$ cat src/rtl/core/fsadm_pkg.sv
// Package for the single-precision add/sub/mul/div unit.
// Operation codes, special IEEE words and the stage word shared by all modules.
// No dependencies.
package fsadm_pkg;

  typedef enum logic [1:0] {
    OP_ADD = 2'd0,
    OP_SUB = 2'd1,
    OP_MUL = 2'd2,
    OP_DIV = 2'd3
  } op_e;

  localparam logic [31:0] P_ZERO = 32'h0000_0000;
  localparam logic [31:0] N_ZERO = 32'h8000_0000;
  localparam logic [31:0] P_INF  = 32'h7f80_0000;
  localparam logic [31:0] N_INF  = 32'hff80_0000;
  localparam logic [31:0] P_NAN  = 32'h7fc0_0000;
  localparam logic [31:0] N_NAN  = 32'hffc0_0000;

  // quotient width in bits, and divider stage count for 40 bits at two per stage
  localparam int unsigned QUO_W      = 40;
  localparam int unsigned DIV_STAGES = 20;

  // word carried down the pipe: value = man / 2^63 * 2^(ex - 127)
  typedef struct packed {
    logic               spec;   // result already fixed in res
    logic [31:0]        res;
    logic               is_div;
    logic               sgn;
    logic signed [11:0] ex;
    logic [63:0]        man;
    logic [24:0]        rem;    // divider partial remainder
    logic [23:0]        dvs;    // divisor
    logic [QUO_W-1:0]   quo;
  } stg_t;

endpackage

$ cat src/rtl/core/fsadm_front.sv
// Front end: special-case decode, operand unpack, multiply, add alignment,
// sum, divider operand shift. Two register stages. Depends on fsadm_pkg.
module fsadm_front (
  input  logic               clk_i,
  input  logic               rst_ni,
  input  logic               en_i,
  input  logic               valid_i,
  input  logic [1:0]         op_i,
  input  logic [31:0]        a_i,
  input  logic [31:0]        b_i,
  output logic               valid_o,
  output fsadm_pkg::stg_t    stg_o
);

  typedef struct packed {
    logic              spec;
    logic [31:0]       res;
    fsadm_pkg::op_e    op;
    logic              sgn;
    logic [11:0]       ex;
    logic              eff_sub;
    logic [23:0]       big_sig;
    logic [23:0]       sml_sig;
    logic [7:0]        dexp;
    logic [47:0]       prod;
    logic [23:0]       sa;
    logic [23:0]       sb;
    logic [4:0]        lza;
    logic [4:0]        lzb;
  } f1_t;

  function automatic logic is_zero(logic [31:0] v);
    return v[30:0] == 31'd0;
  endfunction

  function automatic logic is_inf(logic [31:0] v);
    return v[30:0] == fsadm_pkg::P_INF[30:0];
  endfunction

  function automatic logic is_nan(logic [31:0] v);
    return v[30:0] > fsadm_pkg::P_INF[30:0];
  endfunction

  function automatic logic is_cnan(logic [31:0] v);
    return v == fsadm_pkg::P_NAN || v == fsadm_pkg::N_NAN;
  endfunction

  function automatic logic [32:0] add_spec(logic [31:0] x, logic [31:0] y);
    logic [32:0] r;
    r = 33'd0;
    if (x == fsadm_pkg::P_ZERO && y == fsadm_pkg::P_ZERO) r = {1'b1, fsadm_pkg::P_ZERO};
    else if (x == fsadm_pkg::N_ZERO && y == fsadm_pkg::P_ZERO) r = {1'b1, fsadm_pkg::P_ZERO};
    else if (x == fsadm_pkg::P_ZERO && y == fsadm_pkg::N_ZERO) r = {1'b1, fsadm_pkg::P_ZERO};
    else if (x == fsadm_pkg::N_ZERO && y == fsadm_pkg::N_ZERO) r = {1'b1, fsadm_pkg::N_ZERO};
    else if ((x == fsadm_pkg::P_INF && y == fsadm_pkg::N_INF) ||
             (x == fsadm_pkg::N_INF && y == fsadm_pkg::P_INF)) r = {1'b1, fsadm_pkg::N_NAN};
    else if ((x == fsadm_pkg::P_INF || x == fsadm_pkg::N_INF) && y == fsadm_pkg::P_NAN)
      r = {1'b1, fsadm_pkg::P_NAN};
    else if ((x == fsadm_pkg::P_INF || x == fsadm_pkg::N_INF) && y == fsadm_pkg::N_NAN)
      r = {1'b1, fsadm_pkg::N_NAN};
    else if (x == fsadm_pkg::N_NAN && y == fsadm_pkg::P_NAN) r = {1'b1, fsadm_pkg::P_NAN};
    else if (is_zero(x)) r = {1'b1, y};
    else if (is_zero(y)) r = {1'b1, x};
    else if (x[30:23] == 8'hff) r = {1'b1, x};
    else if (y[30:23] == 8'hff) r = {1'b1, y};
    return r;
  endfunction

  function automatic logic [32:0] sub_spec(logic [31:0] x, logic [31:0] y);
    logic [32:0] r;
    r = 33'd0;
    if (x == fsadm_pkg::P_ZERO && y == fsadm_pkg::P_ZERO) r = {1'b1, fsadm_pkg::P_ZERO};
    else if (x == fsadm_pkg::N_ZERO && y == fsadm_pkg::P_ZERO) r = {1'b1, fsadm_pkg::N_ZERO};
    else if (x == fsadm_pkg::P_ZERO && y == fsadm_pkg::N_ZERO) r = {1'b1, fsadm_pkg::P_ZERO};
    else if (x == fsadm_pkg::N_ZERO && y == fsadm_pkg::N_ZERO) r = {1'b1, fsadm_pkg::P_ZERO};
    else if (x == fsadm_pkg::N_NAN && y == fsadm_pkg::P_NAN) r = {1'b1, fsadm_pkg::P_NAN};
    else if (x == fsadm_pkg::P_NAN && y == fsadm_pkg::N_NAN) r = {1'b1, fsadm_pkg::P_NAN};
    else if (is_cnan(x)) r = {1'b1, x};
    else if (is_cnan(y)) r = {1'b1, y};
    else r = add_spec(x, y ^ fsadm_pkg::N_ZERO);
    return r;
  endfunction

  function automatic logic [32:0] nan_pick(logic [31:0] x, logic [31:0] y);
    logic [32:0] r;
    r = 33'd0;
    if (is_cnan(x) || is_cnan(y))
      r = {1'b1, (x == fsadm_pkg::P_NAN || y == fsadm_pkg::P_NAN) ?
                 fsadm_pkg::P_NAN : fsadm_pkg::N_NAN};
    else if (is_nan(x)) r = {1'b1, x};
    else if (is_nan(y)) r = {1'b1, y};
    return r;
  endfunction

  function automatic logic [32:0] mul_spec(logic [31:0] x, logic [31:0] y);
    logic [32:0] r;
    logic        s;
    s = x[31] ^ y[31];
    if ((is_zero(x) && is_inf(y)) || (is_inf(x) && is_zero(y))) r = {1'b1, fsadm_pkg::N_NAN};
    else begin
      r = nan_pick(x, y);
      if (!r[32]) begin
        if (is_zero(x) || is_zero(y)) r = {1'b1, s, 31'd0};
        else if (is_inf(x) || is_inf(y)) r = {1'b1, s, fsadm_pkg::P_INF[30:0]};
      end
    end
    return r;
  endfunction

  function automatic logic [32:0] div_spec(logic [31:0] x, logic [31:0] y);
    logic [32:0] r;
    logic        s;
    s = x[31] ^ y[31];
    if (is_zero(x) && is_zero(y)) r = {1'b1, fsadm_pkg::N_NAN};
    else if (is_inf(x) && is_zero(y)) r = {1'b1, s, fsadm_pkg::P_INF[30:0]};
    else if (is_inf(x) && is_inf(y)) r = {1'b1, fsadm_pkg::N_NAN};
    else begin
      r = nan_pick(x, y);
      if (!r[32]) begin
        if (is_inf(x) || is_zero(y)) r = {1'b1, s, fsadm_pkg::P_INF[30:0]};
        else if (is_zero(x) || is_inf(y)) r = {1'b1, s, 31'd0};
      end
    end
    return r;
  endfunction

  function automatic logic [4:0] lz24(logic [23:0] v);
    logic [4:0] lz;
    lz = 5'd0;
    for (int i = 0; i < 24; i++) begin
      if (v[i]) lz = 5'(23 - i);
    end
    return lz;
  endfunction

  function automatic logic [23:0] sig(logic [31:0] v);
    return {v[30:23] != 8'd0, v[22:0]};
  endfunction

  function automatic logic [7:0] xexp(logic [31:0] v);
    return (v[30:23] != 8'd0) ? v[30:23] : 8'd1;
  endfunction

  // ---- stage 1
  f1_t         f1_d, f1_q;
  logic        f1_vld_q;
  logic [31:0] bb, big, sml;
  logic [32:0] spec;
  logic [4:0]  lza, lzb;

  always_comb begin
    fsadm_pkg::op_e op;
    op   = fsadm_pkg::op_e'(op_i);
    bb   = (op == fsadm_pkg::OP_SUB) ? (b_i ^ fsadm_pkg::N_ZERO) : b_i;
    if (a_i[30:0] >= bb[30:0]) begin
      big = a_i;
      sml = bb;
    end else begin
      big = bb;
      sml = a_i;
    end
    lza = lz24(sig(a_i));
    lzb = lz24(sig(b_i));
    case (op)
      fsadm_pkg::OP_ADD: spec = add_spec(a_i, b_i);
      fsadm_pkg::OP_SUB: spec = sub_spec(a_i, b_i);
      fsadm_pkg::OP_MUL: spec = mul_spec(a_i, b_i);
      default:           spec = div_spec(a_i, b_i);
    endcase

    f1_d         = '0;
    f1_d.spec    = spec[32];
    f1_d.res     = spec[31:0];
    f1_d.op      = op;
    f1_d.eff_sub = big[31] ^ sml[31];
    f1_d.big_sig = sig(big);
    f1_d.sml_sig = sig(sml);
    f1_d.dexp    = xexp(big) - xexp(sml);
    f1_d.prod    = sig(a_i) * sig(b_i);
    f1_d.sa      = sig(a_i);
    f1_d.sb      = sig(b_i);
    f1_d.lza     = lza;
    f1_d.lzb     = lzb;
    case (op)
      fsadm_pkg::OP_ADD, fsadm_pkg::OP_SUB: begin
        f1_d.sgn = big[31];
        f1_d.ex  = {4'd0, xexp(big)} + 12'd1;
      end
      fsadm_pkg::OP_MUL: begin
        f1_d.sgn = a_i[31] ^ b_i[31];
        f1_d.ex  = {4'd0, xexp(a_i)} + {4'd0, xexp(b_i)} - 12'd110;
      end
      default: begin
        f1_d.sgn = a_i[31] ^ b_i[31];
        f1_d.ex  = {4'd0, xexp(a_i)} - {7'd0, lza} - {4'd0, xexp(b_i)}
                   + {7'd0, lzb} + 12'd151;
      end
    endcase
  end

  // ---- stage 2
  fsadm_pkg::stg_t f2_d, f2_q;
  logic            f2_vld_q;
  logic [63:0]     mbig, msml, mshf, sum;
  logic [5:0]      sh6;
  logic [23:0]     na, nb;

  always_comb begin
    mbig = {1'b0, f1_q.big_sig, 39'd0};
    msml = {1'b0, f1_q.sml_sig, 39'd0};
    sh6  = f1_q.dexp[5:0];
    if (f1_q.dexp >= 8'd63) mshf = 64'd1;
    else mshf = (msml >> sh6) | {63'd0, (msml & ((64'd1 << sh6) - 64'd1)) != 64'd0};
    sum  = f1_q.eff_sub ? (mbig - mshf) : (mbig + mshf);
    na   = f1_q.sa << f1_q.lza;
    nb   = f1_q.sb << f1_q.lzb;

    f2_d        = '0;
    f2_d.spec   = f1_q.spec;
    f2_d.res    = f1_q.res;
    f2_d.sgn    = f1_q.sgn;
    f2_d.ex     = $signed(f1_q.ex);
    f2_d.rem    = {1'b0, na};
    f2_d.dvs    = nb;
    case (f1_q.op)
      fsadm_pkg::OP_ADD, fsadm_pkg::OP_SUB: begin
        f2_d.man = sum;
        // exact cancellation gives +0
        if (sum == 64'd0) f2_d.sgn = 1'b0;
      end
      fsadm_pkg::OP_MUL: f2_d.man = {16'd0, f1_q.prod};
      default:           f2_d.is_div = 1'b1;
    endcase
  end

  always_ff @(posedge clk_i or negedge rst_ni) begin
    if (!rst_ni) begin
      f1_vld_q <= 1'b0;
      f2_vld_q <= 1'b0;
    end else if (en_i) begin
      f1_vld_q <= valid_i;
      f2_vld_q <= f1_vld_q;
    end
  end

  always_ff @(posedge clk_i) begin
    if (en_i) begin
      f1_q <= f1_d;
      f2_q <= f2_d;
    end
  end

  assign valid_o = f2_vld_q;
  assign stg_o   = f2_q;

endmodule

$ cat config.mk
export PLATFORM = sky130hd
export DESIGN_NAME = fsadm_front
export DESIGN_NICKNAME = d
export VERILOG_FILES = /design/src/rtl/core/fsadm_pkg.sv /design/src/rtl/core/fsadm_front.sv
export SDC_FILE = /design/constraint.sdc
export NUM_CORES = 2
export LEC_CHECK = 0
export BUFFER_PORTS_ARGS = -buffer_cell sky130_fd_sc_hd__buf_2
export CAP_MARGIN = 20
export CORE_UTILIZATION = 60
export DETAILED_ROUTE_END_ITERATION = 16
export PLACE_DENSITY_LB_ADDON = 0.3
export SYNTH_ARGS = -nofsm -noshare
export SYNTH_HDL_FRONTEND = slang
export SYNTH_SLANG_ARGS = --single-unit
$ cat constraint.sdc
create_clock -name clk_i -period 8.3 [get_ports clk_i]
set_input_delay 0.415 -clock clk_i [delete_from_list [all_inputs] [get_ports clk_i]]
set_output_delay 0.415 -clock clk_i [all_outputs]
set_load 0.02 [all_outputs]
* Yosys cells after proc, flatten, opt, wreduce, memory -nomap -nowiden *
Cells that the tools add are included.
W data, S select, Z words.

word-level totals
  register bits after elaboration = 372
  bits of input ports = 70
  output and inout bits = 201
  word-level logic and storage cells = 239

cells by class
  add/sub/neg operators = 11
  multiply operators = 1
  magnitude comparators = 4
  eq/ne operators = 23
  shift operators = 4
  muxes and demuxes = 115
  bitwise gates (word level) = 5
  reduce and logical (&&, ||, !) cells = 52

operators with widths
  operator                 count
  $mux W33                 51
  $eq A32 B32 Y1 const B   9
  $mux W5                  48
  $eq A32 B31 Y1 const B   6
  $mux W32                 4
  $mux W64                 2
  $pmux W64 S2             1
  $pmux W33 S3             1
  $logic_not A32 Y1        3
  $add A63 B64 Y64         1
  $and A63 B64 Y64         1
  $logic_not A64 Y1        1
  $or A64 B1 Y64           1
  $reduce_bool A64 Y1      1
  $shl A1 B6 Y64 const A   1
  $shr A63 B6 Y64          1
  $sub A63 B64 Y64         1
  $sub A64 B1 Y64 const B  1
  $eq A31 B31 Y1 const B   2
  $gt A31 B31 Y1 const B   2
  $logic_not A31 Y1        2
  $mul A24 B24 Y48         1
  $shl A24 B5 Y24          2
  $mux W8                  4
  23 further kinds         68

* Longest topological paths before layout *
  word-level depth = 29
  depth in mapped cells = 32
  gate-level depth less buffers = 31

* Least setup slack after synthesis *
OpenSTA, ideal clock, no wires.

  path kind = input to register
  from = input port b_i[3]
  to = register f1_q[102] (netlist name) (data pin)
  setup time = 260 ps
  data arrival time = 7754 ps
  required time = 8040 ps
  slack = 286 ps
  cell stages on the path = 29
  buffers on the path = 2
  path through = clkbuf_1 clkbuf_1 nand2_1 fa_1 inv_1 fa_1 fa_1 inv_1 fa_1 inv_1 fa_1 inv_1 fa_1 inv_1 fa_1 ha_1 a21oi_1 nor2b_1 or4b_2 a21oi_1 o31ai_1 a2111oi_0 o211ai_1 a22oi_1 a211oi_1 a22o_1 o21a_1 nor2_1 xnor2_1

RTL lines
  item                    line                RTL
  start: declaration      fsadm_front.sv:10   input logic [31:0] b_i,
  end signal: assignment  fsadm_front.sv:248  f1_q <= f1_d;
  end: declaration        fsadm_front.sv:145  f1_t f1_d, f1_q;

==> out/results.tsv <==
stage	metric	value	unit
sta	RSZ-0062 raised after global routing	no	
critical_path	critical path's largest stage delay	610	ps
job	max_cap viols	0	
logic_synthesis	post-synthesis instance area	0.0453	mm²
global_route	gr usage total	40.0	%
sta	period utilization	92.8	%
clock_network	clock-pin slew on the worst setup and hold paths	60	ps
logic_synthesis	number of synthesized flops with an enable pin	370	
logic_synthesis	register area share after synthesis	24.6	%
global_route	total gr overflow	0	
global_route	initial antenna violation count	7	
critical_path	most frequent CP cell	fa_1	
route	router iterations before antenna repair	9	
clock_network	clk sinks	372	
global_route	first-pass GRT wire length	230	mm
sta	Max Slew Vio Count	0	
logic_synthesis	largest area contributor in the netlist	edfxtp_1	
clock_network	clk_lat worst skew	600	ps
sta	Peak Freq	130	MHz
floorplan	starting density of the core	60.8	%
logic_synthesis	most numerous cell in the Yosys netlist	inv_1	
critical_path	startpoint types	primary input	
logic_synthesis	ys async rst share	0.538	%
logic_synthesis	Post-synth top cells	inv_1 (669), nand2_1 (574), fa_1 (491), edfxtp_1 (370), ha_1 (319)	
clock_network	clk buf depth	3	
sta	Slew headroom	20.9	%
global_route	vias in the first global route	36900	
clock_network	cts repair resizes	0	
critical_path	CP endpoint	f1_q[102]	
critical_path	R2R Path Start	f1_q[107]	
sta	skew final	33.2	ps
critical_path	Slowest cell on crit path	or4b_2	
logic_synthesis	Synth Area per Inst	9.49	µm²
clock_network	Root Buffer	clkbuf_16	
cells_and_area	layout cells sized above 1	13.8	%
route	Routed WL per cell	25.9	µm
critical_path	Critical R2R Capture	stg_o[165]	
route	DRC	0	
clock_network	TritonCTS buffer count	43	
outcome	status	complete, no violations	
critical_path	R2R cell count	19	
logic_synthesis	Area contributors post-synth	edfxtp_1 (25%), fa_1 (22%), ha_1 (8.8%), inv_1 (5.5%), nand2_1 (4.8%)	
cells_and_area	Final #Nets	5818	
place	GP Congestion	1.03	
place	Final HPWL DP	121	mm
floorplan	die area	0.0766	mm²
critical_path	crit path DAT	8020	ps
floorplan	# rows	100	
cells_and_area	synthesis-to-finish area growth	9.14	%
critical_path	critical path endpoint category	register	
sta	worst slew pin tran	1180	ps
logic_synthesis	Post-Syn Instances	4775	
critical_path	WS Path Type	in2reg	
floorplan	I/O pin count	271	
floorplan	Die H	277	µm
place	placed inst area	0.0479	mm²
global_route	largest net degree at the start of global routing	93	
floorplan	core area	0.0746	mm²
logic_synthesis	ys flop type	edfxtp_1	
route	Antenna Nets Post-Route	0	
route	DR vias	37700	
logic_synthesis	Synth Warn #	0	
logic_synthesis	Netlist cell types	111	
cells_and_area	Fill cells	5986	
logic_synthesis	#FFs+latches synth	372	
floorplan	die extent in x	277	µm
logic_synthesis	post-synth top area share	24.5	%
place	port bufs	229	
hold_path	Worst Hold Depth	1	
route	initial DRC count	4715	
clock_network	CTS tree	yes	
sta	setup TNS	0	ps
sta	# setup viols final	0	
route	routed wire length	154	mm
route	via-per-instance ratio	6.34	
critical_path	Setup crit start	b_i[9]	
critical_path	R2R setup slack	1320	ps
clock_network	depth of the CTS H-tree	2	
hold_path	Min-Delay Path Class	in2reg	
cells_and_area	Finished Cell Area	0.0495	mm²
sta	Final Critical Period	7700	ps
critical_path	CP Max Fanout	6	
critical_path	WP data required	8620	ps
sta	Final Hold Viols	0	
-- area by class of cell --
type                            count  area [µm²]  area share [%]
Timing Repair Buffer              444        2940            5.95
Clock inverter                     29         332           0.670
Inverter                          675        2530            5.12
Tap cell                          969        1210            2.45
Clock buffer                       50        1120            2.27
Antenna cell                        4        10.0          0.0202
Multi-Input combinational cell   3402       30100            60.9
Sequential cell                   372       11200            22.6
-- flip-flops by register name, indices dropped and copies added, names as in the netlist --
name      count
stg_o       159
f1_q        211
f1_vld_q      1
valid_o       1
-- through the flow --
step / std cells / worst slack (ps) / util, % / hold WS [ps]
2_1_floorplan: 4815 / 286 / - / 119
3_3_place_gp: 5856 / 7.44 / 64.2 / 201
3_5_place_dp: 5856 / 84.7 / 64.2 / 205
4_1_cts: 5936 / 637 / 66.2 / 51.2
5_1_grt: 5942 / 233 / 66.3 / 65.5
6_report: 5945 / 600 / 66.3 / 61.5
-- per-layer routing --
metal | vias up | routed length, µm | global-route usage (%)
li1 | 16300 | - | -
met3 | 530 | 19100 | 11.1
met5 | - | 175 | 1.13
met2 | 2380 | 66300 | 59.0
met4 | 10 | 9260 | 19.6
met1 | 18500 | 59000 | 54.3
-- worst max-delay path, delay by kind of cell --
kind | cells | cell delay (ps)
and+or+nand+nor | 4 | 930
AOI/OAI and AO/OA | 9 | 1870
buffers and inverters | 8 | 930
xor gates and xnor gates | 1 | 80
adders and majority gates | 8 | 3800
-- cell usage in the layout, fill, tap and decap left out, types with 33 or more instances in the layout --
cell and n:
o22ai_1 49, nor2b_1 35, clkbuf_16 44, ha_1 319
o21ai_0 188, nand4_1 33, and2_1 175, buf_2 228
nand3_1 63, nand2_1 574, xor2_1 38, a21o_1 42
edfxtp_1 370, a21oi_1 216, nor3_1 59, xnor2_1 91
fa_1 491, a211oi_1 37, mux2_2 55, and3_1 48
conb_1 41, mux2i_1 102, buf_4 201, o21bai_1 34
nor2_1 254, mux4_2 57, inv_1 669
-- cell families after synthesis --
family / Yosys count / synth area share (%)
compound gates: 809 / 11.7
simple gates: 1388 / 14.6
other cells: 1 / 0.00828
fa+ha+maj: 810 / 30.5
mux: 225 / 6.75
xor+xnor: 129 / 2.49
flops: 372 / 24.6
buf+inv: 1041 / 9.26
-- what timing repair did --
item | 4_1_cts | 5_1_grt
hold endpoints to repair | 2 | 0
hold buffers | 1 | 0
setup endpoints to repair | 0 | 0
buffers inserted | 0 | 0
-- worst min-delay path by stage --
stage / to / startpoint / slack [ps]
CTS: f1_q[46] / a_i[12] / 50
floorplan: f1_vld_q / rst_ni / 120
detailed placement: f1_vld_q / rst_ni / 200
global placement: f1_vld_q / rst_ni / 200
global route: f1_vld_q / valid_i / 70
finish: f1_q[46] / a_i[12] / 60
Power is left out: the tool's default activity adds up to more than one toggle a clock period on the data nets, which glitch-free logic cannot reach.
