===== config.mk =====
export PLATFORM = sky130hd
export DESIGN_NAME = fsadm_round
export DESIGN_NICKNAME = d
export VERILOG_FILES = /design/src/rtl/core/fsadm_pkg.sv /design/src/rtl/core/fsadm_round.sv
export SDC_FILE = /design/constraint.sdc
export NUM_CORES = 1
export LEC_CHECK = 0
export ABC_CLOCK_PERIOD_IN_PS = 10490
export BUFFER_PORTS_ARGS = -buffer_cell sky130_fd_sc_hd__buf_2
export CORE_UTILIZATION = 56
export CTS_BUF_LIST = sky130_fd_sc_hd__clkbuf_4
export CTS_CLUSTER_DIAMETER = 60
export DETAILED_ROUTE_END_ITERATION = 10
export PLACE_DENSITY_LB_ADDON = 0.3
export SKIP_LAST_GASP = 1
export SYNTH_ARGS = -nofsm -noshare
export SYNTH_HDL_FRONTEND = slang
export SYNTH_SLANG_ARGS = --single-unit
export TNS_END_PERCENT = 5

===== constraint.sdc =====
create_clock -name clk_i -period 10.49 [get_ports clk_i]
set_clock_uncertainty 0.1 [all_clocks]
set_input_delay 2.098 -clock clk_i [delete_from_list [all_inputs] [get_ports clk_i]]
set_output_delay 2.098 -clock clk_i [all_outputs]
set_load 0.005 [all_outputs]

===== src/rtl/core/fsadm_pkg.sv =====
// Package for the single-precision add/sub/mul/div unit.
// Operation codes, special IEEE words and the stage word shared by all modules.
// No dependencies.
package fsadm_pkg;

  typedef enum logic [1:0] {
    OP_ADD = 2'd0,
    OP_SUB = 2'd1,
    OP_MUL = 2'd2,
    OP_DIV = 2'd3
  } op_e;

  localparam logic [31:0] P_ZERO = 32'h0000_0000;
  localparam logic [31:0] N_ZERO = 32'h8000_0000;
  localparam logic [31:0] P_INF  = 32'h7f80_0000;
  localparam logic [31:0] N_INF  = 32'hff80_0000;
  localparam logic [31:0] P_NAN  = 32'h7fc0_0000;
  localparam logic [31:0] N_NAN  = 32'hffc0_0000;

  // quotient width in bits, and divider stage count for 40 bits at two per stage
  localparam int unsigned QUO_W      = 40;
  localparam int unsigned DIV_STAGES = 20;

  // word carried down the pipe: value = man / 2^63 * 2^(ex - 127)
  typedef struct packed {
    logic               spec;   // result already fixed in res
    logic [31:0]        res;
    logic               is_div;
    logic               sgn;
    logic signed [11:0] ex;
    logic [63:0]        man;
    logic [24:0]        rem;    // divider partial remainder
    logic [23:0]        dvs;    // divisor
    logic [QUO_W-1:0]   quo;
  } stg_t;

endpackage


===== src/rtl/core/fsadm_round.sv =====
// Normalise, denormalise and round-to-nearest-even, then pack the result word.
// Four register stages. Depends on fsadm_pkg.
module fsadm_round (
  input  logic            clk_i,
  input  logic            rst_ni,
  input  logic            en_i,
  input  logic            valid_i,
  input  fsadm_pkg::stg_t stg_i,
  output logic            valid_o,
  output logic [31:0]     res_o
);

  typedef struct packed {
    logic               spec;
    logic [31:0]        res;
    logic               sgn;
    logic signed [11:0] ex;
    logic [63:0]        man;
  } nrm_t;

  typedef struct packed {
    logic        spec;
    logic [31:0] res;
    logic        sgn;
    logic [7:0]  e8;
    logic [63:0] man;
  } dnm_t;

  nrm_t        n1_d, n1_q, n2_d, n2_q;
  dnm_t        dn_d, dn_q;
  logic [31:0] res_d, res_q;
  logic [3:0]  vld_q;

  // byte-wise leading zero shift
  always_comb begin
    logic [2:0] lzb;
    lzb = 3'd0;
    for (int i = 0; i < 8; i++) begin
      if (stg_i.man[8*i +: 8] != 8'd0) lzb = 3'(7 - i);
    end
    n1_d.spec = stg_i.spec;
    n1_d.res  = stg_i.res;
    n1_d.sgn  = stg_i.sgn;
    n1_d.man  = stg_i.man << {lzb, 3'b000};
    n1_d.ex   = stg_i.ex - $signed({6'd0, lzb, 3'b000});
    if (!stg_i.spec && stg_i.man == 64'd0) begin
      n1_d.spec = 1'b1;
      n1_d.res  = {stg_i.sgn, 31'd0};
    end
  end

  // bit-wise within the top byte
  always_comb begin
    logic [2:0] lz;
    lz = 3'd0;
    for (int i = 0; i < 8; i++) begin
      if (n1_q.man[56 + i]) lz = 3'(7 - i);
    end
    n2_d     = n1_q;
    n2_d.man = n1_q.man << lz;
    n2_d.ex  = n1_q.ex - $signed({9'd0, lz});
  end

  // overflow check and shift into the denormal range
  always_comb begin
    logic [11:0] sh;
    logic [5:0]  sh6;
    sh       = 12'd1 - n2_q.ex;
    sh6      = sh[5:0];
    dn_d.spec = n2_q.spec;
    dn_d.res  = n2_q.res;
    dn_d.sgn  = n2_q.sgn;
    dn_d.man  = n2_q.man;
    dn_d.e8   = n2_q.ex[7:0];
    if (n2_q.ex >= 12'sd255) begin
      if (!n2_q.spec) begin
        dn_d.spec = 1'b1;
        dn_d.res  = {n2_q.sgn, fsadm_pkg::P_INF[30:0]};
      end
    end else if (n2_q.ex <= 12'sd0) begin
      dn_d.e8 = 8'd0;
      if (sh >= 12'd64) dn_d.man = 64'd1;
      else dn_d.man = (n2_q.man >> sh6) |
                      {63'd0, (n2_q.man << (7'd64 - {1'b0, sh6})) != 64'd0};
    end
  end

  // round and pack
  always_comb begin
    logic [24:0] keep;
    logic        inc;
    logic [7:0]  e;
    inc  = dn_q.man[39] && ((dn_q.man[38:0] != 39'd0) || dn_q.man[40]);
    keep = {1'b0, dn_q.man[63:40]} + {24'd0, inc};
    e    = dn_q.e8;
    if (dn_q.spec) begin
      res_d = dn_q.res;
    end else if (e == 8'd0) begin
      res_d = {dn_q.sgn, 7'd0, keep[23], keep[22:0]};
    end else if (keep[24]) begin
      if (e == 8'd254) res_d = {dn_q.sgn, fsadm_pkg::P_INF[30:0]};
      else res_d = {dn_q.sgn, e + 8'd1, keep[23:1]};
    end else begin
      res_d = {dn_q.sgn, e, keep[22:0]};
    end
  end

  always_ff @(posedge clk_i or negedge rst_ni) begin
    if (!rst_ni) begin
      vld_q <= '0;
    end else if (en_i) begin
      vld_q <= {vld_q[2:0], valid_i};
    end
  end

  always_ff @(posedge clk_i) begin
    if (en_i) begin
      n1_q  <= n1_d;
      n2_q  <= n2_d;
      dn_q  <= dn_d;
      res_q <= res_d;
    end
  end

  assign valid_o = vld_q[3];
  assign res_o   = res_q;

endmodule


=== Word-level counts from Yosys, hierarchy flattened ===
Index checks and enable logic that the tools add are counted.

* Bits in registers: 362
* Logic and storage cells: 75
* Output and inout port bits: 33
* Bits of input ports: 204

* Reduce and logical (&&, ||, !) cells: 16
* Muxes and demuxes: 26
* Magnitude comparators: 3
* $add $sub $neg: 6
* Equality and inequality tests: 1
* Shift-type cells: 4
* Bitwise operators: 1

{| class="wikitable"
|+ Operator list
! kind !! count
|-
| two-way mux 72 bit || 2
|-
| two-way mux 32 bit || 3
|-
| two-way mux 31 bit || 3
|-
| logical NOT 64 bit || 1
|-
| two-way mux 64 bit || 1
|-
| OR 64 x 1 -> 64 bit || 1
|-
| nonzero test 64 bit || 1
|-
| nonzero test 8 bit || 8
|-
| << shifter 64 x 3 -> 64 bit || 1
|-
| << shifter 64 x 6 -> 64 bit || 1
|-
| << shifter 64 x 7 -> 64 bit || 1
|-
| right shift 64 x 6 -> 64 bit || 1
|-
| two-way mux 3 bit || 16
|-
| nonzero test 39 bit || 1
|-
| two-way mux 33 bit || 1
|-
| adder 24 x 1 -> 25 bit || 1
|-
| greater-or-equal comparator 12 x 7 -> 1 bit (second input constant) || 1
|-
| greater-or-equal comparator 12 x 9 -> 1 bit (second input constant) || 1
|-
| <= comparator 12 x 1 -> 1 bit (second input constant) || 1
|-
| subtractor 1 x 12 -> 12 bit (first input constant) || 1
|-
| subtractor 12 x 4 -> 12 bit || 1
|-
| subtractor 12 x 7 -> 12 bit || 1
|-
| adder 8 x 1 -> 8 bit (second input constant) || 1
|-
| == test 8 bit (second input constant) || 1
|-
| 5 further kinds || 6
|}

=== Depth between registers and ports, before layout ===
Gate-level depths: netlist (run 1).

* Depth in word-level cells: 10
* Gate-level depth with buffers: 17
* Gate-level depth less buffers: 13

=== Worst setup path before layout (run 1) ===
No wires, ideal clock.

* Path type: input to register
* Start point: in stg_i[94] in the netlist's numbering
* End point: reg n1_q[75] in the netlist's numbering, data pin
* Required time: 10.123 ns
* Buffers on the path: 3
* Cell stages on the path: 14
* Setup time: 0.267 ns
* Path slack: 5.173 ns
* Arrival time: 4.950 ns
* Cells stage by stage: or4_1 o211ai_1 a31oi_1 o31ai_1 a21o_1 buf_4 inv_4 buf_6 buf_2 ha_1 fa_1 o21ai_0 nor3b_1 xor2_1

{| class="wikitable"
|+ RTL lines
! item !! RTL line !! text
|-
| start: declaration || fsadm_round.sv:8 || <nowiki>input fsadm_pkg::stg_t stg_i,</nowiki>
|-
| end signal: assignment || fsadm_round.sv:118 || <nowiki>n1_q <= n1_d;</nowiki>
|-
| end: declaration || fsadm_round.sv:29 || <nowiki>nrm_t n1_d, n1_q, n2_d, n2_q;</nowiki>
|}

==> metrics, run 1 <==
status=completed; Total GRT Usage=29.5%; Worst setup EP type=register; critical path type=in2reg; r2r endpoint=dn_q[0]; Die Footprint=43300 sq um; share of the synthesized area in the top cell type=45.2%; CTS Root Cell=clkbuf_4; CTS tree=yes; clock buffer count from CTS=88; Pleak=10.3 nW; WL final=63900 microns; vias in the first global route=17900; Vias/cell=6.30; total congestion overflow=0; syn_nets=2466; Final Cycle Share=50.2%; Buffers on Ports=146; post-layout total power=4.47 mW; HP Class=reg2reg; final setup vio count=0; Synth-to-Final Area Change=8.93%; final worst setup slack=5230 ps; arrival time worst endpoint=5740 ps; hpwl dp=46500 microns; Pins Over Slew Limit=0; worst-margin pin slew=1260 ps; Final Util=61.8%; Hold Path Stages=0; post-CTS sizing=0; hold endpoint=n2_q[91]; clk slew on worst S/H paths=70 ps; clock buffer depth=3; GPL Wtd Cong=0.980; CP Max Fanout=36; CTS sink cnt=362; register area share after synthesis=45.6%; largest net degree at the start of global routing=134; Core ar.=41900 sq um; max cap viols=0; postcts setup bufs=0; I/O Pins=237; post-synthesis cell count=2245; dominant cells by area after synthesis=edfxtp_1 (45%), mux2i_1 (10%), mux4_2 (5.5%), nand2_1 (5.3%), nor2_1 (2.5%); Die Span X=208 microns; Max VDD drop=88.3 uV; Startpoint Class=input port; row count=75; Reg-to-Reg Start=n2_q[65]; setup total negative slack=0 ps; flops & latches, synth=362; global-route wire length before repair=98700 microns; initial antenna violation count=2; Yosys cell types=93; Slew headroom=15.4%; most frequent cells in the layout=edfxtp_1 (358), nand2_1 (338), mux2i_1 (240); pre-CTS setup slack=4400 ps; Multi-input gate area=12200 sq um; endpoints failing hold=0; r2r worst-path depth=12; post-synth top area cell=edfxtp_1; worst skew pair latency=830 ps; Die H=208 microns; CP required=10970 ps; unrepaired setup endpoints after global routing=no; PwrDens=173 nW/um^2; Final nets=2561; Final Critical Period=5260 ps; Storage cell area=10900 sq um; fraction of layout cells with a size suffix above 1=19.3%; post-synthesis cell area=23800 sq um; leading cell type in the layout, fill and taps excluded=edfxtp_1; Layout fillers=3470; Mean Syn Cell Area=10.6 sq um; async set-reset flop share out of synthesis=1.10%; Max Fclk=190 MHz; hold_buf cts=0; DRT antenna net count=0; Initial Utilization=56.7%; Synth Warn #=0; Detailed Routing Iterations Pass 1=8; Top FF cell, synth=edfxtp_1; EDFF count, synth=358; drt wl/cell=21.7 microns; R2R Setup Slk=5420 ps; DRC=0; min-delay src=n1_q[91]; DR iter-0 viols=1881; Vias=18600; H-Tree Depth=3
==> worst max-delay path by stage <==
| stage | to | slack (ps) | startpoint |
|---|---|---|---|
| after floorplan | n1_q[75] | 5170 | stg_i[94] |
| after global placement | n1_q[75] | 4430 | stg_i[93] |
| after detailed placement | n1_q[75] | 4400 | stg_i[93] |
| after CTS | n1_q[75] | 5330 | stg_i[93] |
| after global routing | n1_q[75] | 5080 | stg_i[93] |
| final | n1_q[75] | 5230 | stg_i[93] |
==> logic make-up after synthesis <==
| family | after synthesis | share of synthesized area (%) |
|---|---|---|
| xor+xnor | 54 | 2.05 |
| flops | 362 | 45.6 |
| fa+ha+maj | 17 | 0.957 |
| simple gates | 794 | 15.5 |
| buf+inv | 206 | 3.80 |
| mux | 353 | 18.4 |
| compound gates | 459 | 13.6 |
==> sequential cells by signal, summed over array words and instances, names as in the netlist <==
name / cells
n1_q: 110
dn_q: 106
n2_q: 109
dn_d: 1
res_o: 32
vld_q: 4
==> cell usage after synthesis, types with 11 or more instances <==
cell type / instances
o21ai_0: 90
a211oi_1: 31
a31oi_1: 11
a211o_1: 11
inv_1: 26
mux2i_1: 240
a21oi_1: 82
edfxtp_1: 358
nor4_1: 25
or2_2: 12
nand2b_1: 24
ha_1: 15
nand4_1: 15
clkbuf_1: 110
xnor2_1: 31
mux2_2: 50
and2_1: 55
nor2b_1: 57
a221o_1: 13
nand2_1: 338
nor2_1: 161
a22o_1: 41
nand3_1: 21
a21o_1: 16
o211ai_1: 27
nor3_1: 37
buf_1: 17
o22ai_1: 17
mux4_2: 58
o31ai_1: 11
buf_2: 29
or4_1: 11
xor2_1: 21
==> through the flow <==
stage                     hold WS (ps)  area (sq um)  instances
after detailed placement           305         24800       2789
after global placement             301         24800       2789
final                              289         25900       2949
after global routing               317         25900       2947
after CTS                          298         25900       2945
after floorplan                    300         23800       2245
==> routing by layer <==
| layer | part of all wire [%] | wire (microns) | vias up | GRT usage, % |
|---|---|---|---|---|
| li1 | - | - | 8710 | - |
| met1 | 41 | 26100 | 8834 | 38.4 |
| met2 | 47 | 30200 | 869 | 47.5 |
| met3 | 7.4 | 4710 | 171 | 4.80 |
| met4 | 4.5 | 2880 | 0 | 15.7 |
| met5 | 0 | 0 | - | 0 |
==> report_power, final <==
part / internal (mW) / switching, mW / leakage (nW)
registers: 1.76 / 0.142 / 3.58
clock network: 0.574 / 0.560 / 0.656
logic: 0.577 / 0.864 / 6.07
total: 2.91 / 1.57 / 10.3
==> worst max-delay path, stage by stage <==
cell,delay [ps]
buf_2,150
or4_1,540
o211ai_1,260
a31oi_1,200
o31ai_1,250
a21o_1,150
buf_4,360
inv_4,300
ha_1,310
fa_1,440
o21ai_0,380
nor3b_1,130
xor2_1,160
==> layout make-up <==
class	count	area share, %
clock buffer	124	3.59
timing repair buffer	178	3.79
clock inverter	32	0.647
multi-input combinational	1677	47.0
sequential	362	41.9
antenna	4	0.0386
inverter	33	0.488
tap	539	2.60
(Power assumes the default switching activity.)
==> run 2: changes to the inputs <==
- ABC_CLOCK_PERIOD_IN_PS: 10490 -> 5040
- clock period: 10.49 -> 5.04 ns (I/O delays scaled with it)
==> run 2 against run 1 <==
Against the previous run:
- first-iteration DRC count grew 7.9%
- via count is 1.1% higher
- clock-buffer cell count up 8
- global-route usage increased by 1.0 points
- critical path type is now reg2reg
- largest cell class unchanged
- cell count increased by 0.54%
- total power grew 110%
- register-to-register slack got worse by 4500 ps
- largest power group unchanged
- clock power rose by 110%
- combinational power rose by 110%
- worst hold slack gained 6.3 ps
- sequential share of layout area fell by 0.33 points
==> metrics, run 2 (synthesis results as in run 1) <==
Pleak=10.4 nW (was 10.3 nW); final worst setup slack=930 ps (was 5230 ps); R2R Setup Slk=930 ps (was 5420 ps); Total GRT Usage=30.5% (was 29.5%); initial antenna violation count=3 (was 2); Storage cell area=10900 sq um (unchanged); setup total negative slack=0 ps (unchanged); GPL Wtd Cong=0.975 (was 0.980); endpoints failing hold=0 (unchanged); hpwl dp=48500 microns (was 46500 microns); CTS Root Cell=clkbuf_4 (unchanged); unrepaired setup endpoints after global routing=no (unchanged); CP peak stage delay=820 ps (was 540 ps); Vias/cell=6.34 (was 6.30); slowest stage cell on the critical path=xnor2_2 (was or4_1); post-CTS sizing=0 (unchanged); row count=75 (unchanged); Sw Share=34.9% (was 35.0%); Startpoint Class=register (was input port); pre-CTS setup slack=615 ps (was 4400 ps); Max Fclk=243 MHz; Critical Path, Cell by Cell=clkinv_1, ha_1, xnor2_2, o2111ai_1, o32ai_1, nand2_1, o311ai_0, nand2_1, o41a_1, o21a_1 (was buf_2, or4_1, o211ai_1, a31oi_1, o31ai_1, a21o_1, buf_4, inv_4, ha_1, fa_1, o21ai_0, nor3b_1, xor2_1); Layout fillers=3404 (was 3470); arrival time worst endpoint=4570 ps (was 5740 ps); Vias=18800 (was 18600); Internal=6.13 mW (was 2.91 mW); Most flops, register=n1_q (unchanged); status=completed (unchanged); DRT antenna net count=0 (unchanged); H-Tree Depth=3 (unchanged); critical path's top delay family=compound AO/OA/AOI/OAI gates (unchanged); Multi-input gate area=12200 sq um (unchanged); Final Cycle Share=81.6%; Switch Pwr=3.29 mW (was 1.57 mW); CTS tree=yes (unchanged); Clock power frac=25.7% (was 25.3%); DP Cell Count=2806 (was 2789); Die Span X=208 microns (unchanged); sequential power share=42.0% (was 42.4%); WL final=65900 microns (was 63900 microns); Critical Path End=dn_q[0] (was n1_q[75]); origin of the worst setup path=n2_q[65] (was stg_i[93]); critical path type=reg2reg (was in2reg); clock buffer depth=3 (unchanged); design area=26100 sq um (was 25900 sq um); Slew headroom=26.7% (was 15.4%); final setup vio count=0 (unchanged); drt wl/cell=22.2 microns (was 21.7 microns); r2r endpoint=dn_q[0] (unchanged); Crit path top cell by count=nand2_1; clock buffer count from CTS=90 (was 88); CP Max Fanout=21 (was 36); Max VDD drop=161 uV (was 88.3 uV); Worst Path Buf+Inv=1 (was 3); Final Critical Period=4110 ps; leading cell type in the layout, fill and taps excluded=edfxtp_1 (unchanged); PwrDens=360 nW/um^2 (was 173 nW/um^2); postcts setup bufs=0 (unchanged); Detailed Routing Iterations Pass 1=9 (was 8); Largest regs=n1_q x110, n2_q x109, dn_q x106 (unchanged); DR iter-0 viols=2030 (was 1881); Die H=208 microns (unchanged); total congestion overflow=0 (unchanged); Layout Cells excl Fill=2965 (was 2949); most frequent cells in the layout=edfxtp_1 (358), nand2_1 (338), mux2i_1 (240) (unchanged); worst skew pair latency=830 ps (about the same); largest net degree at the start of global routing=153 (was 134); Synth-to-Final Area Change=9.79% (was 8.93%); global-route wire length before repair=102000 microns (was 98700 microns); max cap viols=0 (unchanged); Final nets=2581 (was 2561); I/O Pins=237 (unchanged); r2r worst-path depth=10 (was 12); vias in the first global route=18200 (was 17900); max FFs per register=110 (unchanged); WP depth=10 (was 13); worst-margin pin slew=1090 ps (was 1260 ps); Comb power frac=32.3% (was 32.2%); Pins Over Slew Limit=0 (unchanged); fraction of layout cells with a size suffix above 1=20.3% (was 19.3%); Reg-to-Reg Start=n2_q[65] (unchanged); DRC=0 (unchanged); Buffers on Ports=146 (unchanged); CTS sink cnt=362 (unchanged); Post-DP Area=25000 sq um (was 24800 sq um); CP required=5500 ps (was 10970 ps); post-layout total power=9.41 mW (was 4.47 mW); Worst setup EP type=register (unchanged); Die Footprint=43300 sq um (unchanged); HP Class=in2reg (was reg2reg); Core ar.=41900 sq um (unchanged); Initial Utilization=56.7% (unchanged); clk slew on worst S/H paths=70 ps (about the same)
run 2: cell types whose count changed in the layout (fill, tap and decap cells not counted), sizes merged:
cell / delta
clkinv: -10
diode: -1
clkinvlp: +1
dlygate4sd3: +1
buf: +17
clkbuf: +8
run 2: layout make-up:
type	instances	share of cell area (%)
Timing Repair Buffer	196	4.43
Antenna cell	3	0.0287
Multi-Input combinational cell	1677	46.6
Clock inverter	23	0.532
Clock buffer	132	3.79
Tap cell	539	2.58
Inverter	33	0.484
Sequential cell	362	41.5
run 2: stage by stage:
step	util (%)	hold slack, ps
2_1_floorplan	-	300
3_3_place_gp	59.5	301
3_5_place_dp	59.5	305
4_1_cts	62.2	178
5_1_grt	62.3	220
6_report	62.3	295
run 2: repair_timing:
| action | in CTS | in global routing |
|---|---|---|
| setup endpoints to repair | 0 | 0 |
| hold buffers | 1 | 0 |
| endpoints found under the hold margin | 4 | 0 |
run 2: worst min-delay path by stage:
stage / start / to / slack (ps) / depth (start not counted)
floorplan: n1_q[76] / dn_d[72] / 300 / 0
global placement: n1_q[100] / n2_q[100] / 300 / 0
detailed placement: n1_q[78] / n2_q[78] / 300 / 0
CTS: stg_i[155] / n1_q[66] / 180 / 1
global route: stg_i[155] / n1_q[66] / 220 / 1
finish: stg_i[155] / n1_q[66] / 300 / 1
run 2: power by group through the flow:
stage                     sequential, mW  clock (mW)  combinational [mW]
after floorplan                     3.84           0                2.22
after global placement              3.99           0                2.94
after detailed placement            4.00           0                2.97
after CTS                           3.94        2.50                2.99
after global routing                3.98        2.63                3.27
final                               3.95        2.42                3.04
run 2: layer usage:
metal	wire, microns	global-route usage (%)	vias up
met5	13	0	-
met4	2610	14.1	2
met3	4470	4.74	160
met2	32200	50.4	849
met1	26600	39.7	9029
li1	-	-	8752
run 2: worst reg2reg max path, stage by stage, from the launching register on:
cell       delay (ps)
edfxtp_1          350
clkinv_1          220
ha_1              420
xnor2_2           820
o2111ai_1         220
o32ai_1           300
nand2_1           150
o311ai_0          600
nand2_1           110
o41a_1            330
o21a_1            210
